### src/rtl/core/bfeu_ram.sv
`timescale 1ns / 1ps
// Generic simple dual-port RAM: one write port, one read port, registered read.
// Read during write to the same address returns the old data. No dependencies.
module bfeu_ram #(
   parameter int WIDTH = 8,
   parameter int DEPTH = 256
) (
   input  logic                     clock,
   input  logic                     wr_en,
   input  logic [$clog2(DEPTH)-1:0] wr_addr,
   input  logic [WIDTH-1:0]         wr_data,
   input  logic [$clog2(DEPTH)-1:0] rd_addr,
   output logic [WIDTH-1:0]         rd_data
);

   logic [WIDTH-1:0] mem_ff [DEPTH];
   logic [WIDTH-1:0] rd_data_ff;

   always_ff @(posedge clock) begin
      if (wr_en) begin
         mem_ff[wr_addr] <= wr_data;
      end
      rd_data_ff <= mem_ff[rd_addr];
   end

   assign rd_data = rd_data_ff;

endmodule

### config.mk
export PLATFORM = sky130hd
export DESIGN_NAME = bfeu_ram
export DESIGN_NICKNAME = d
export VERILOG_FILES = /design/src/rtl/core/bfeu_ram.sv
export SDC_FILE = /design/constraint.sdc
export NUM_CORES = 2
export LEC_CHECK = 0
export BUFFER_PORTS_ARGS = -buffer_cell sky130_fd_sc_hd__buf_4
export CAP_MARGIN = 30
export CORE_ASPECT_RATIO = 1.2
export CORE_MARGIN = 5
export CORE_UTILIZATION = 40
export DETAILED_ROUTE_END_ITERATION = 10
export GPL_TIMING_DRIVEN = 0
export PLACE_DENSITY_LB_ADDON = 0.12
export SYNTH_ARGS = -nofsm -noshare
export SYNTH_HDL_FRONTEND = slang
export SYNTH_SLANG_ARGS = --single-unit
export TNS_END_PERCENT = 100
### constraint.sdc
create_clock -name clock -period 4.6 [get_ports clock]
set_input_delay 0.92 -clock clock [delete_from_list [all_inputs] [get_ports clock]]
set_output_delay 0.92 -clock clock [all_outputs]
set_load 0.01 [all_outputs]
==> summary.md <==
| Metric | Value |
|---|---|
| Outcome | finished with violations |
| Failing checks | setup timing |
| Async S/R FF share, synth | 0% |
| DRT iter0 DRCs | 5249 |
| Post-Syn Instances | roughly 3700 |
| CTS Buffer Depth | 3 |
| Worst-Skew Late Latency | 0.87 ns |
| Max FO, Critical Path | 10 |
| Commonest cells in the netlist | edfxtp_1, mux4_2, nor2_1 |
| PortBufs | 26 |
| Minimum hold slack | slightly below 0.5 ns |
| Worst setup path category | in2reg |
| Worst Setup EP | rd_data[4]$_DFF_P_ |
| Initial antenna violation count | 21 |
| Core ar. | ~200000 um^2 |
| Crit path time final | approximately 4.6 ns |
| Synth area leader | edfxtp_1 |
| Slew Viols, Final | 0 |
| Max Fclk | between 200 and 250 MHz |
| NetSw | 8.884 mW |
| Synthesis Warnings | 0 |
| Final #Nets | just over 4000 |
| Effective utilization at floorplan | between 40% and 50% |
| Leak | 27.99 nW |
| Share of cells above drive strength 1 | a little under a quarter |
| Max-slew headroom at the worst pin | about a fifth |
| Final Setup Violations | 1 |
| Comb pwr share | under 10% |
| Vias in the first global route | 40690 |
| EDFF count, synth | 2048 |
| Final hold vios | 0 |
| Pin count of the biggest net entering global routing | approximately 150 |
| Vias | 41000 |
| Top-area cell type share of the netlist area | slightly below 80% |
| RSZ-0062 raised after global routing | no |
| Reg2Reg Launch Point | mem_ff[83][5]$_DFFE_PP_ |
| Drt pass-1 iters | 6 |
| Die span in y | about 500 um |
| Placer Congestion | 0.9404 |
| Worst-Margin Slew | 1.209 ns |
| Total global routing overflow | 0 |
| Synth Net Count | between 3000 and 4000 |
| Total CTS buffers | roughly 200 |
| Critical Path RT | between 5 and 6 ns |
| Boundary Pins | 34 |
| Vias per Instance | approximately 6 |
| Post-route ant nets | 0 |
| Worst flop-to-flop path endpoint | rd_data[5]$_DFF_P_ |
| R2r worst-path depth | 7 |
| Worst hold path type | in2reg |
| Worst path arrival time | approximately 5.4 ns |
| Switch share | roughly 22% |
| Worst-path clk slew | approximately 0.06 ns |
| Post-route cell area | between 90000 and 100000 um^2 |
| Reg2reg setup slack | ~1.1 ns |
| Period utilization | 100.4% |
| Rows | roughly 180 |
| Die width | 417.1 um |
| Hpwl dp | between 150 and 200 mm |
| H-tree levels | 4 |
| WL/cell | around 38 um |
| Root Buffer | clkbuf_16 |
| FF+latch count, synth | approximately 2100 |
| Setup WS post-layout | -0.01866 ns |
| Top post-synthesis cells by area | edfxtp_1, mux4_2, mux2i_1 |
| Average cell area after synthesis | roughly 21 um^2 |
| Int Power | a little over 30 mW |
| Sequential Power Share | about 52% |
| Sequential-to-total area share from yosys stat | 77.50% |
| Worst IR Drop VDD | between 0.4 and 0.5 mV |
| Die area | 207900 um^2 |
| Synthesized cell area | 79560 um^2 |
| First-pass GRT wire length | 353.2 mm |
| Cell with the most instances after synthesis | edfxtp_1 |
| Routed wire length | 262.3 mm |
| P&R area growth vs syn | 14.17% |
| GRT Resource Usage Total | 24.92% |
| Startpoint types | input port |
| CTS tree | done |
| Yosys cell types | 55 |
| Clock sinks | 2056 |
| CP Capture Type | flop |
| Top FF cell, synth | edfxtp_1 |
| Clk network pwr share | between 40% and 50% |
| Critical Path Source | rd_addr[1] |
| Placed Area | between 80000 and 90000 um^2 |
| Worst Skew | around 0.026 ns |
| DRC | 0 |
| Power Density | ~440 nW/um^2 |
| # Max-Cap Violations | 0 |
-- flip-flops by register name, indices dropped and copies added, names as in the netlist --
register  count
mem_ff     2048
rd_data       8
-- worst min path at each step --
| stage | startpoint | to | slack, ns | cells past startpoint |
|---|---|---|---|---|
| after detailed placement | rd_data[3]$_DFF_P_ | rd_data[3] | 1.31 | 1 |
| after floorplan | mem_ff[40][3]$_DFFE_PP_ | rd_data[3]$_DFF_P_ | 0.77 | 6 |
| final | wr_data[5] | mem_ff[171][5]$_DFFE_PP_ | 0.48 | 1 |
| after global placement | rd_data[7]$_DFF_P_ | rd_data[7] | 1.32 | 1 |
| after global routing | wr_data[5] | mem_ff[171][5]$_DFFE_PP_ | 0.46 | 1 |
| after CTS | wr_data[5] | mem_ff[171][5]$_DFFE_PP_ | 0.42 | 1 |
-- logic make-up (layout without fill, tap and decap cells) --
| kind of cell | count (synthesis) | after routing | share of synthesized area [%] |
|---|---|---|---|
| DFF | 2056 | 2056 | 77.50 |
| muxes | 591 | 591 | 14.62 |
| other | 0 | 3 | 0 |
| and+or+nand+nor | 466 | 466 | 2.628 |
| buffers and inverters | 235 | 726 | 1.831 |
| AOI/OAI and AO/OA | 385 | 385 | 3.419 |
-- per-stage QoR --
stage	setup TNS (ns)	utilization, %	cells	power (mW)	worst slack (ns)
2_1_floorplan	0	-	3733	22.07	1.742
3_3_place_gp	-41.81	41.94	6383	23.33	-2.002
3_5_place_dp	-5.227	42.56	6468	23.43	-0.9772
4_1_cts	0	45.85	6842	39.75	0.1283
5_1_grt	0	45.87	6849	40.53	0.08918
6_report	-0.01866	45.88	6851	39.53	-0.01866
-- cell type report --
cell class                 count  area (um^2)
sequential                  2056        61660
inverter                       2        7.507
multi-input combinational   1442        16480
clock buffer                 267         5434
fill                       16800       107200
antenna                        3        7.507
timing repair buffer         117         1414
buffer                       233         1485
clock inverter               107         1057
tap                         2624         3283
-- placed cells by master (no fill, tap or decap), types with 17 or more instances in the layout --
cell and count:
bufinv_16 17, nand2_1 33, buf_8 49, buf_1 17, nor4_1 19, clkbuf_1 143
a21oi_1 96, o221ai_1 46, buf_4 66, clkinv_1 40, nor3_1 21, mux2i_1 134
clkinv_2 36, buf_6 33, clkbuf_2 24, mux4_2 454, nor2b_1 31, nor2_1 282
edfxtp_1 2048, nand3_1 34, o22ai_1 28, buf_2 50, clkbuf_16 206, a22oi_1 133
-- timing repair --
item / CTS / global route
hold buffers: 0 / 0
setup buffers: 0 / 0
setup endpoints to repair: 1 / 0
resized for setup: 1 / 0
hold endpoints to repair: 0 / 0
-- power by group through the flow --
stage | Combinational (mW) | Sequential (mW) | Clock, mW
6_report | 2.36 | 20.7 | 16.5
5_1_grt | 2.42 | 20.7 | 17.5
4_1_cts | 2.36 | 20.7 | 16.7
3_5_place_dp | 2.36 | 21.1 | 0
3_3_place_gp | 2.24 | 21.1 | 0
2_1_floorplan | 1.00 | 21.1 | 0
-- routing by layer --
layer  vias to the layer above  global-route usage, %  wire [um]
met5                         -                      0         12
met4                         2                  9.781      11880
met3                       428                  4.395      18810
met2                      1929                  41.68     130800
met1                     22280                  32.59     100800
li1                      16370                      -          -
-- worst max-delay path, stage by stage --
cell	delay, ns
buf_2	0.15
buf_4	0.45
buf_2	0.49
buf_2	0.69
clkbuf_1	0.57
buf_8	0.25
nand3_1	0.10
o211ai_1	0.13
a21oi_1	0.21
nor4_2	0.86
nor4_1	0.22
buf_2	0.23
No activity file was read; power rests on OpenSTA's default activity.
